### src/hw/rtl/swm_pkg.sv
// Shared constants, types and state encodings of the running median filter
package swm_pkg;

   localparam int SAMPLE_WIDTH_DEF = 16;
   localparam int MAX_WINDOW_DEF   = 127;
   localparam int ADDR_W           = 7;
   localparam int CNT_W            = 7;
   localparam int CFG_W            = 7;
   localparam logic [CFG_W-1:0] CFG_RESET = 7'd3;

   typedef enum logic [1:0] {
      CTL_IDLE,
      CTL_RUN,
      CTL_WAIT
   } ctl_state_type;

   typedef enum logic [2:0] {
      SEL_IDLE,
      SEL_LOAD,
      SEL_SWEEP,
      SEL_CHECK,
      SEL_DONE
   } sel_state_type;

   typedef struct packed {
      logic [ADDR_W-1:0] top;
      logic [CNT_W-1:0]  cnt;
      logic              last;
   } job_type;

   typedef struct packed {
      logic valid;
      logic last;
   } sel_status_type;

endpackage

### src/hw/rtl/swm_if.sv
// Valid/ready channel interfaces for samples and medians
interface swm_req_if #(parameter int SAMPLE_WIDTH = 16);
   logic                    valid;
   logic                    ready;
   logic [SAMPLE_WIDTH-1:0] sample;
   logic                    end_of_signal;

   modport source (output valid, output sample, output end_of_signal, input ready);
   modport sink   (input valid, input sample, input end_of_signal, output ready);
endinterface

interface swm_rsp_if #(parameter int SAMPLE_WIDTH = 16);
   logic                  valid;
   logic                  ready;
   logic [SAMPLE_WIDTH:0] median_value;
   logic                  final_result;

   modport source (output valid, output median_value, output final_result, input ready);
   modport sink   (input valid, input median_value, input final_result, output ready);
endinterface

### src/hw/rtl/swm_store.sv
// Circular sample store: one write port, two registered read ports
module swm_store
   import swm_pkg::*;
#(
   parameter int SAMPLE_WIDTH = SAMPLE_WIDTH_DEF
) (
   input  logic                    clock,
   input  logic                    wr_en,
   input  logic [ADDR_W-1:0]       wr_addr,
   input  logic [SAMPLE_WIDTH-1:0] wr_data,
   input  logic [ADDR_W-1:0]       rd_addr_a,
   input  logic [ADDR_W-1:0]       rd_addr_b,
   output logic [SAMPLE_WIDTH-1:0] rd_data_a,
   output logic [SAMPLE_WIDTH-1:0] rd_data_b
);

   logic [SAMPLE_WIDTH-1:0] mem [2**ADDR_W];

   always_ff @(posedge clock) begin
      if (wr_en) begin
         mem[wr_addr] <= wr_data;
      end
      rd_data_a <= mem[rd_addr_a];
      rd_data_b <= mem[rd_addr_b];
   end

endmodule

### src/hw/rtl/swm_select.sv
// Rank selection over the newest cnt samples: per candidate, a sweep counts smaller/equal
module swm_select
   import swm_pkg::*;
#(
   parameter int SAMPLE_WIDTH = SAMPLE_WIDTH_DEF
) (
   input  logic                    clock,
   input  logic                    reset,
   input  logic                    start,
   input  job_type                 job,
   output sel_status_type          status,
   output logic [SAMPLE_WIDTH:0]   res_value,
   input  logic                    res_ack,
   output logic [ADDR_W-1:0]       rd_addr_a,
   output logic [ADDR_W-1:0]       rd_addr_b,
   input  logic [SAMPLE_WIDTH-1:0] rd_data_a,
   input  logic [SAMPLE_WIDTH-1:0] rd_data_b
);

   sel_state_type state_ff, state_in;
   job_type job_ff;
   logic [CNT_W-1:0] i_ff, j_ff, lt_ff, eq_ff;
   logic [SAMPLE_WIDTH-1:0] lo_ff, hi_ff;
   logic lo_ok_ff, hi_ok_ff;

   logic [CNT_W-1:0] rank_lo, rank_hi;
   logic [CNT_W:0]   ge_sum;
   logic lo_hit, hi_hit, both_found, is_less, is_equal;

   // candidate i on port A, swept element j on port B
   assign rd_addr_a = job_ff.top - ADDR_W'(i_ff);
   assign rd_addr_b = job_ff.top - ADDR_W'(j_ff);

   assign is_less  = $signed(rd_data_b) < $signed(rd_data_a);
   assign is_equal = rd_data_b == rd_data_a;

   assign rank_lo = (job_ff.cnt - CNT_W'(1)) >> 1;
   assign rank_hi = job_ff.cnt >> 1;
   assign ge_sum  = {1'b0, lt_ff} + {1'b0, eq_ff};
   assign lo_hit  = ({1'b0, lt_ff} <= {1'b0, rank_lo}) && ({1'b0, rank_lo} < ge_sum);
   assign hi_hit  = ({1'b0, lt_ff} <= {1'b0, rank_hi}) && ({1'b0, rank_hi} < ge_sum);
   assign both_found = (lo_ok_ff || lo_hit) && (hi_ok_ff || hi_hit);

   always_comb begin
      state_in = state_ff;
      unique case (state_ff)
         SEL_IDLE:  if (start) state_in = SEL_LOAD;
         SEL_LOAD:  state_in = SEL_SWEEP;
         SEL_SWEEP: if (j_ff == job_ff.cnt) state_in = SEL_CHECK;
         SEL_CHECK: state_in = both_found ? SEL_DONE : SEL_LOAD;
         SEL_DONE:  if (res_ack) state_in = SEL_IDLE;
         default:   state_in = SEL_IDLE;
      endcase
   end

   always_comb begin
      status.valid = (state_ff == SEL_DONE);
      status.last  = job_ff.last;
      res_value    = {lo_ff[SAMPLE_WIDTH-1], lo_ff} + {hi_ff[SAMPLE_WIDTH-1], hi_ff};
   end

   always_ff @(posedge clock) begin
      if (reset) begin
         state_ff <= SEL_IDLE;
      end else begin
         state_ff <= state_in;
      end
   end

   always_ff @(posedge clock) begin
      unique case (state_ff)
         SEL_IDLE: begin
            if (start) begin
               job_ff   <= job;
               i_ff     <= '0;
               lo_ok_ff <= 1'b0;
               hi_ok_ff <= 1'b0;
            end
         end
         SEL_LOAD: begin
            j_ff  <= '0;
            lt_ff <= '0;
            eq_ff <= '0;
         end
         SEL_SWEEP: begin
            // data for element j-1 arrives while j is issued
            if (j_ff != '0) begin
               if (is_less)  lt_ff <= lt_ff + CNT_W'(1);
               if (is_equal) eq_ff <= eq_ff + CNT_W'(1);
            end
            j_ff <= j_ff + CNT_W'(1);
         end
         SEL_CHECK: begin
            if (lo_hit) begin
               lo_ff    <= rd_data_a;
               lo_ok_ff <= 1'b1;
            end
            if (hi_hit) begin
               hi_ff    <= rd_data_a;
               hi_ok_ff <= 1'b1;
            end
            i_ff <= i_ff + CNT_W'(1);
         end
         SEL_DONE: begin
         end
         default: begin
         end
      endcase
   end

endmodule

### src/hw/rtl/sliding_window_median_top.sv
// Running median filter over a signed sample stream.
// req_chan (valid/ready) carries sample and end_of_signal; an item is taken when
// valid and ready are both high. rsp_chan carries median_value (one fraction bit:
// sum of the two middle values, or twice the middle) and final_result, set on the
// last result of a signal. csr_wr_en/csr_wr_data write window_size (reset 3);
// half = window_size / 2.
// Once half samples precede it, each sample yields the median centered half
// samples back; the end_of_signal sample flushes up to half+1 results.
// Samples live in a 128-entry memory; each result is found by rank selection:
// every candidate costs one sweep of the window through a second read port; a
// sample that yields no result leaves req_chan.ready high for the next sample.
// req_chan.ready is low while results are computed.
// Reset clears pointers and sample count and sets window_size to 3; the memory
// holds no reset value and needs no clearing pass.
// A stalled receiver holds the result in the output register and the engine
// waits with the next one; nothing is dropped.
module sliding_window_median_top
   import swm_pkg::*;
#(
   parameter int SAMPLE_WIDTH = SAMPLE_WIDTH_DEF,
   parameter int MAX_WINDOW   = MAX_WINDOW_DEF
) (
   input  logic             clock,
   input  logic             reset,
   swm_req_if.sink          req_chan,
   swm_rsp_if.source        rsp_chan,
   input  logic             csr_wr_en,
   input  logic [CFG_W-1:0] csr_wr_data
);

   ctl_state_type state_ff, state_in;
   logic [CFG_W-1:0]  win_ff;
   logic [ADDR_W-1:0] wp_ff, top_ff;
   logic [CNT_W-1:0]  seen_ff, cur_seen_ff, half_ff, k_ff;
   logic              eos_ff;
   logic              rsp_valid_ff, rsp_final_ff;
   logic [SAMPLE_WIDTH:0] rsp_value_ff;

   logic [CFG_W-1:0] win_eff;
   logic [CNT_W-1:0] half_now, kmax, span, k_sum_lim;
   logic [CNT_W:0]   k_sum, two_half;
   logic accept, start, res_ack, has_result;
   job_type job;
   sel_status_type sel_status;
   logic [SAMPLE_WIDTH:0] sel_value;
   logic [ADDR_W-1:0] rd_addr_a, rd_addr_b;
   logic [SAMPLE_WIDTH-1:0] rd_data_a, rd_data_b;

   assign win_eff  = (win_ff > CFG_W'(MAX_WINDOW)) ? CFG_W'(MAX_WINDOW) : win_ff;
   assign half_now = CNT_W'(win_eff >> 1);
   assign kmax     = (half_now < seen_ff) ? half_now : seen_ff;
   assign has_result = req_chan.end_of_signal || (seen_ff >= half_now);
   assign accept   = req_chan.valid && req_chan.ready;

   // window span behind the newest sample for the current result
   assign k_sum     = {1'b0, k_ff} + {1'b0, half_ff};
   assign two_half  = {half_ff, 1'b0};
   assign k_sum_lim = eos_ff ? ((k_sum > {1'b0, cur_seen_ff}) ? cur_seen_ff : CNT_W'(k_sum))
                             : ((two_half > {1'b0, cur_seen_ff}) ? cur_seen_ff
                                                                 : CNT_W'(two_half));
   assign span = k_sum_lim;

   assign job.top  = top_ff;
   assign job.cnt  = span + CNT_W'(1);
   assign job.last = eos_ff && (k_ff == '0);

   assign res_ack = sel_status.valid && (!rsp_valid_ff || rsp_chan.ready);

   always_comb begin
      state_in = state_ff;
      unique case (state_ff)
         CTL_IDLE: if (accept && has_result) state_in = CTL_RUN;
         CTL_RUN:  state_in = CTL_WAIT;
         CTL_WAIT: begin
            if (res_ack) begin
               state_in = (eos_ff && k_ff != '0) ? CTL_RUN : CTL_IDLE;
            end
         end
         default:  state_in = CTL_IDLE;
      endcase
   end

   always_comb begin
      req_chan.ready = (state_ff == CTL_IDLE);
      start          = (state_ff == CTL_RUN);
   end

   assign rsp_chan.valid        = rsp_valid_ff;
   assign rsp_chan.median_value = rsp_value_ff;
   assign rsp_chan.final_result = rsp_final_ff;

   always_ff @(posedge clock) begin
      if (reset) begin
         state_ff     <= CTL_IDLE;
         win_ff       <= CFG_RESET;
         wp_ff        <= '0;
         seen_ff      <= '0;
         rsp_valid_ff <= 1'b0;
      end else begin
         state_ff <= state_in;
         if (csr_wr_en) begin
            win_ff <= csr_wr_data;
         end
         if (accept) begin
            if (req_chan.end_of_signal) begin
               wp_ff   <= '0;
               seen_ff <= '0;
            end else begin
               wp_ff <= wp_ff + ADDR_W'(1);
               if (seen_ff != '1) seen_ff <= seen_ff + CNT_W'(1);
            end
         end
         if (res_ack) begin
            rsp_valid_ff <= 1'b1;
         end else if (rsp_chan.ready) begin
            rsp_valid_ff <= 1'b0;
         end
      end
   end

   always_ff @(posedge clock) begin
      if (accept) begin
         top_ff      <= wp_ff;
         cur_seen_ff <= seen_ff;
         half_ff     <= half_now;
         eos_ff      <= req_chan.end_of_signal;
         k_ff        <= req_chan.end_of_signal ? kmax : '0;
      end else if (state_ff == CTL_WAIT && res_ack && k_ff != '0) begin
         k_ff <= k_ff - CNT_W'(1);
      end
      if (res_ack) begin
         rsp_value_ff <= sel_value;
         rsp_final_ff <= sel_status.last;
      end
   end

   swm_store #(.SAMPLE_WIDTH(SAMPLE_WIDTH)) u_store (
      .clock     (clock),
      .wr_en     (accept),
      .wr_addr   (wp_ff),
      .wr_data   (req_chan.sample),
      .rd_addr_a (rd_addr_a),
      .rd_addr_b (rd_addr_b),
      .rd_data_a (rd_data_a),
      .rd_data_b (rd_data_b)
   );

   swm_select #(.SAMPLE_WIDTH(SAMPLE_WIDTH)) u_select (
      .clock     (clock),
      .reset     (reset),
      .start     (start),
      .job       (job),
      .status    (sel_status),
      .res_value (sel_value),
      .res_ack   (res_ack),
      .rd_addr_a (rd_addr_a),
      .rd_addr_b (rd_addr_b),
      .rd_data_a (rd_data_a),
      .rd_data_b (rd_data_b)
   );

endmodule

### src/flat_wrapper.sv
// flat-port wrapper written by rule: the top's interface ports become plain ports
module sliding_window_median_top_flat import swm_pkg::*;
#(
   parameter int SAMPLE_WIDTH = SAMPLE_WIDTH_DEF,
   parameter int MAX_WINDOW   = MAX_WINDOW_DEF
)
  (clock, reset, csr_wr_en, csr_wr_data, req_chan_valid, req_chan_sample, req_chan_end_of_signal, req_chan_ready, rsp_chan_valid, rsp_chan_median_value, rsp_chan_final_result, rsp_chan_ready);
  swm_req_if #(.SAMPLE_WIDTH(SAMPLE_WIDTH)) req_chan_i ();
  swm_rsp_if #(.SAMPLE_WIDTH(SAMPLE_WIDTH)) rsp_chan_i ();
  input  logic clock;
  input  logic reset;
  input  logic csr_wr_en;
  input  logic [CFG_W-1:0] csr_wr_data;
  input wire logic [$bits(req_chan_i.valid)-1:0] req_chan_valid;
  input wire logic [$bits(req_chan_i.sample)-1:0] req_chan_sample;
  input wire logic [$bits(req_chan_i.end_of_signal)-1:0] req_chan_end_of_signal;
  output wire logic [$bits(req_chan_i.ready)-1:0] req_chan_ready;
  output wire logic [$bits(rsp_chan_i.valid)-1:0] rsp_chan_valid;
  output wire logic [$bits(rsp_chan_i.median_value)-1:0] rsp_chan_median_value;
  output wire logic [$bits(rsp_chan_i.final_result)-1:0] rsp_chan_final_result;
  input wire logic [$bits(rsp_chan_i.ready)-1:0] rsp_chan_ready;
  assign req_chan_i.valid = req_chan_valid;
  assign req_chan_i.sample = req_chan_sample;
  assign req_chan_i.end_of_signal = req_chan_end_of_signal;
  assign req_chan_ready = req_chan_i.ready;
  assign rsp_chan_valid = rsp_chan_i.valid;
  assign rsp_chan_median_value = rsp_chan_i.median_value;
  assign rsp_chan_final_result = rsp_chan_i.final_result;
  assign rsp_chan_i.ready = rsp_chan_ready;
  sliding_window_median_top #(.SAMPLE_WIDTH(SAMPLE_WIDTH), .MAX_WINDOW(MAX_WINDOW)) u_core (.clock(clock), .reset(reset), .req_chan(req_chan_i), .rsp_chan(rsp_chan_i), .csr_wr_en(csr_wr_en), .csr_wr_data(csr_wr_data));
endmodule
### config.mk
export PLATFORM = sky130hd
export DESIGN_NAME = sliding_window_median_top_flat
export DESIGN_NICKNAME = d
export VERILOG_FILES = /design/src/hw/rtl/swm_pkg.sv /design/src/hw/rtl/swm_if.sv /design/src/hw/rtl/swm_store.sv /design/src/hw/rtl/swm_select.sv /design/src/hw/rtl/sliding_window_median_top.sv /design/src/flat_wrapper.sv
export SDC_FILE = /design/constraint.sdc
export NUM_CORES = 2
export LEC_CHECK = 0
export BUFFER_PORTS_ARGS = -buffer_cell sky130_fd_sc_hd__buf_2
export CELL_PAD_IN_SITES_DETAIL_PLACEMENT = 1
export CELL_PAD_IN_SITES_GLOBAL_PLACEMENT = 1
export CORE_UTILIZATION = 50
export DETAILED_ROUTE_END_ITERATION = 16
export PLACE_DENSITY_LB_ADDON = 0.1
export RECOVER_POWER = 25
export SYNTH_ARGS = -nofsm -noshare
export SYNTH_HDL_FRONTEND = slang
export SYNTH_HIERARCHICAL = 1
export SYNTH_SLANG_ARGS = --single-unit
### constraint.sdc
create_clock -name clock -period 4.15 [get_ports clock]
set_input_delay 0.2075 -clock clock [delete_from_list [all_inputs] [get_ports clock]]
set_output_delay 0.2075 -clock clock [all_outputs]
set_load 0.01 [all_outputs]
# Yosys cells after proc, flatten, opt, wreduce, memory -nomap -nowiden
# Memories as Yosys holds them, arrays and structs flattened. A register that Yosys moved wholly into a read port is not among the register bits.
# Index checks and enable logic that the tools add are counted.
# word_totals
ramBits,2048
wordCells,142
memories,1
ff_bits,150
out_inout_bits,20
# op_classes
magnitude_cmp,10
reduce_logical,36
addsub,14
muxes,38
eq_ne,19
# mem_list
name,depth,width,read_ports,rd_ports_with_merged_regs,write_ports,line,rtl
u_core.u_store.mem,128,16,2,2,1,swm_store.sv:17,logic [SAMPLE_WIDTH-1:0] mem [2**ADDR_W];
# op_table
op,n
2-to-1 mux 7 bit,16
case mux 7 bit (2 select lines),4
adder 7 x 1 -> 7 bit (second input constant),7
adder 16 x 16 -> 17 bit,1
equality test 16 bit,1
less-than comparator 16 bit,1
less-than comparator 6 x 8 -> 1 bit,2
case mux 3 bit (5 select lines),1
AND reduction 3 bit,5
<= comparator 7 x 6 -> 1 bit,2
!= test 2 bit (second input constant),7
nonzero test 7 bit,2
subtractor 7 x 1 -> 7 bit (second input constant),2
subtractor 7 bit,2
2-to-1 mux 3 bit,4
AND reduction 2 bit,6
logical AND 1 bit,10
nonzero test 2 bit,5
adder 7 x 6 -> 8 bit,1
adder 7 x 7 -> 8 bit,1
greater-than comparator 8 x 7 -> 1 bit,1
2-to-1 mux 1 bit,8
equality test 7 bit,1
>= comparator 7 x 6 -> 1 bit,1
other kinds (18),26

# Logic depth before layout (Yosys ltp)
# depth
depth_word,7
depth_mapped,18
ltp_nobuf,18

# Hierarchy
# Netlist, hierarchy kept.
# by_module_without_submodules
module,area_per_inst_um2,cells_each,n_inst
swm_store,94795.9,3941,1
swm_select,5602.9,527,1
sliding_window_median_top,3662.3,328,1

# Worst setup path before layout
# Ideal clock, no wire load.
# synth_path
path_kind,flip-flop to flip-flop
start,register u_core.u_select.lt_ff[0]
end,"register u_core.u_select.lo_ok_ff, enable pin"
stages_incl_launch_ff,12
period_less_slack_ns,4.228
t_arrival_ns,3.930
setup_slack_ns,-0.078
required_time_ns,3.852
path_buffers,0
setup_ns,0.298
path_cell_list,edfxtp_1 -> ha_1 -> fa_1 -> a21o_1 -> a21oi_2 -> xor2_1 -> ha_1 -> a21oi_1 -> o21ai_0 -> maj3_1 -> a2111oi_2 -> or2_1
# synth_between
elab_chain_cells,5
elab_cells_between_ends,6
# synth_lines
item,line,rtl
"start, declared",swm_select.sv:22,"logic [CNT_W-1:0] i_ff, j_ff, lt_ff, eq_ff;"
"start signal, assigned",swm_select.sv:88,if (is_less) lt_ff <= lt_ff + CNT_W'(1);
adder 7 x 7 -> 8 bit,swm_select.sv:39,"assign ge_sum = {1'b0, lt_ff} + {1'b0, eq_ff};"
less-than comparator 6 x 8 -> 1 bit,swm_select.sv:40,"assign lo_hit = ({1'b0, lt_ff} <= {1'b0, rank_lo}) && ({1'b0, rank_lo} < ge_sum);"
logical AND 1 bit *,swm_select.sv:40,
!= test 2 bit (no line) *,n/a,
AND reduction 3 bit (no line) *,n/a,
"end signal, assigned",swm_select.sv:76,lo_ok_ff <= 1'b0;
"end signal, assigned",swm_select.sv:96,lo_ok_ff <= 1'b1;
"end, declared",swm_select.sv:24,"logic lo_ok_ff, hi_ok_ff;"
# Every way passes the cells marked *; elsewhere a longest branch is shown, timed or not.
# A chain may end at the register's enable or synchronous reset.

# Worst setup path after layout
# layout_path
start,register u_core.u_select.i_ff[0]
end,"register u_core.u_store.rd_data_a[10], read port of u_core.u_store.mem"
# layout_between
elab_chain_cells,1
# layout_lines
item,line,rtl
"start, declared",swm_select.sv:22,
"start signal, assigned",swm_select.sv:102,i_ff <= i_ff + CNT_W'(1);
subtractor 7 bit,swm_select.sv:31,assign rd_addr_a = job_ff.top - ADDR_W'(i_ff);
via u_core.rd_addr_a[2],sliding_window_median_top.sv:46,"logic [ADDR_W-1:0] rd_addr_a, rd_addr_b;"
"end, declared",swm_store.sv:13,"output logic [SAMPLE_WIDTH-1:0] rd_data_a,"
# The timed path passes the listed nets, and every way through them passes these cells.

==> flow_summary.yaml <==
die:
  dieArea_um2: 210000
  die_y_um: 458.2
  start_util_pct: 50.30
  die_w_um: 458.2
  coreArea_um2: 206900
  io_pins: 49
  row_count: 167
synthesis:
  yosys.area.top_type: "edfxtp_1"
  avgSynthCellArea_um2: 21.70
  synthArstFlopShare_pct: 0
  ys.warnings.count: 6
  synth_top_area_share_pct: 62.65
  synth-seq-cells: 2229
  synth_flop_cell: "edfxtp_1"
  netlist_area_um2: 104100
  synth_cells: 4796
  ys_seq_area_share_pct: 63.76
  yosys-top-cells-area: "edfxtp_1 (63%), mux4_2 (29%), ha_1 (1.3%)"
  syn_nets: 4936
  synth-edff-count: 2171
  ys_types: 73
finish:
  drive_above_1_share_pct: 42.45
  nets: 5252
  area_growth_pct: 13.70
  fillCellCount: 17166
  stdcell_area_um2: 118300
  final_util_pct: 57.20
critical_path:
  setup.worst_path.class: "flop to flop"
  cp_max_fo: 44
  cp-end-kind: "flop"
  start_kind: "flop"
  critPathArrivalTime_ns: 4.85
  worstPathRequired_ns: 4.91
power:
  cellPowerDensity_nw_per_um2: 484.7
  p_leak_nw: 37.44
  peakVddDrop_mv: 0.4652
timing:
  worst_clock_skew_ns: 0.05378
  tightest_slew_ns: 4.641
  finalCriticalPeriod_ns: 4.089
  final_max_slew_viol_count: 1068
  timing.fmax_mhz: 244.6
  setup_tns_ns: 0
  rsz0062_at_grt: "false"
  setup_viol_count_final: 0
  finalHoldViolCount: 0
  max-slew-margin-rel_pct: -209.4
  finalCritPeriodShare_pct: 98.53
global_route:
  grt_util_met3_pct: 4.087
  use_met2_pct: 50.38
  grt_start_max_net_pins: 99
  top_usage_layer: "met2"
  grt_use_met1_pct: 41.43
  grtUsageTotal_pct: 30.36
  overflow: 0
  grt_pass1_vias: 58708
  grt_pass1_wl_um: 444400
  antenna_found_initial: 22
clocking:
  clk_pin_slew_worst_paths_ns: 0.06
  cts_buffers: 234
  insertion_delay_ns: 0.90
  cts_buffer_depth: 3
  h-tree-depth: 4
  cts_root_buf: "clkbuf_16"
  clkSinkCount: 2229
  tritoncts: "yes"
drt:
  drc: 0
  antenna_left: 0
  wirelength_um: 312900
  vias_per_cell: 6.893
  drt_iter0_markers: 6509
  drtPass1Iterations: 5
  vias: 55346
  post_drt_wl_per_cell_um: 38.97
hold_path:
  hold_class: "input pin to flop"
placement:
  hpwl_um: 197600
  place.gp.congestion: 0.8522
  port_buffers: 47
  postPlaceCellArea_um2: 110400
run:
  drv_cap: 12
run_status:
  status: "finished, violations left"
  violations: "capacitance limit, slew limit"
[report_power, final]
group          total, mW  switching, mW  internal, mW
Combinational       10.8           5.92          4.88
Sequential          25.4          0.372          25.0
Clock               21.1           8.92          12.2
Total               57.3           15.2          42.1
[layout make-up]
type,instances,area (µm²),share of cell area (%)
timing repair buffer,413,4075,3.444
clock buffer,299,6255,5.286
antenna,11,27.53,0.02326
sequential,2229,66350,56.08
multi-input combinational,2150,36470,30.82
tap,2704,3383,2.859
clock inverter,139,1411,1.193
inverter,84,345.3,0.2919
[final timing paths]
kind / from / to / slack, ns / cells after the start
worst max-delay path: u_core/u_select/i_ff[0]$_SDFFCE_PN0P_ / u_core/u_store/rd_data_a[10]$_DFF_P_ / 0.06 / 9
worst min-delay path: csr_wr_en / u_core/win_ff[1]$_SDFFE_PP1P_ / 0.28 / 3
worst max register to register: u_core/u_select/i_ff[0]$_SDFFCE_PN0P_ / u_core/u_store/rd_data_a[10]$_DFF_P_ / 0.06 / 9
worst min register to register: u_core/top_ff[3]$_DFFE_PP_ / u_core/u_select/job_ff[11]$_DFFE_PP_ / 0.42 / 0
[layout by cell type, fill, tap and decap left out, drive strengths merged, types with 12 or more instances in the layout]
cell,n
edfxtp,2171
mux4,1344
buf,367
clkbuf,317
nor2,196
ha,106
clkinv,103
inv,90
dfxtp,58
xnor2,51
a21oi,49
nand2,39
nand3,37
xor2,33
mux2,32
nor2b,30
dlygate4sd3,28
nor3,27
bufinv,26
o21ai,26
a21o,21
mux2i,17
and3,16
nand4,13
nand2b,13
a211oi,13
o21a,12
[flip-flops by register name (all words and copies together) (netlist names), 14 cells and up]
name                          cells
u_core/u_store/rd_data_b         16
u_core/u_select/lo_ff            16
u_core/u_store/rd_data_a         16
u_core/u_select/hi_ff            16
u_core/u_select/job_ff           14
u_core/rsp_chan.median_value     17
u_core/u_store/mem             2048
[Yosys cell counts (all sizes together) (5+ instances only)]
cell type  instances
a211oi            13
a21o              21
a21oi             49
a31oi              7
and3              16
buf              158
clkbuf           175
dfxtp             58
edfxtp          2171
fa                 5
ha               106
inv               84
mux2              32
mux2i             17
mux4            1344
nand2             39
nand2b            13
nand3             37
nand4             13
nor2             196
nor2b             30
nor3              27
o21a              12
o21ai             26
o21bai             7
o22ai              7
or2                5
xnor2             51
xor2              33
[cells by family after synthesis]
family / share of synthesized area, %
compound gates: 1.054
buf+inv: 1.669
xor+xnor: 0.7070
fa+ha+maj: 1.391
simple gates: 1.817
mux: 29.60
flops: 63.76
[critical path: stages (launching register included)]
cell      delay, ns
edfxtp_1       0.46
ha_1           0.25
fa_1           0.43
xnor2_2        0.27
buf_12         0.26
buf_12         0.28
mux4_2         0.37
mux4_2         0.60
mux4_2         0.64
mux2_2         0.32
[through the flow]
step	power, mW	std cells	setup WS (ns)	hold slack [ns]
after CTS	57.63	8017	0.02686	0.003938
after global routing	58.77	8019	0.006633	0.2713
after detailed placement	36.63	7551	0.06414	0.4063
after global placement	36.52	7551	0.006443	0.4057
final	57.35	8029	0.06117	0.2759
after floorplan	32.02	4796	0.07202	0.2843
[layer usage]
| layer | vias up | part of all wire [%] |
|---|---|---|
| li1 | 21689 | - |
| met1 | 30801 | 39 |
| met2 | 2383 | 50 |
| met3 | 469 | 6.9 |
| met4 | 4 | 4.0 |
| met5 | - | 0.010 |
[timing repair]
item	CTS	global route
resized for setup	0	5
endpoints found under the setup margin	0	5
buffers inserted	0	1
hold buffers	28	0
hold endpoints to repair	181	0
Power figures use the tool's default switching activity.
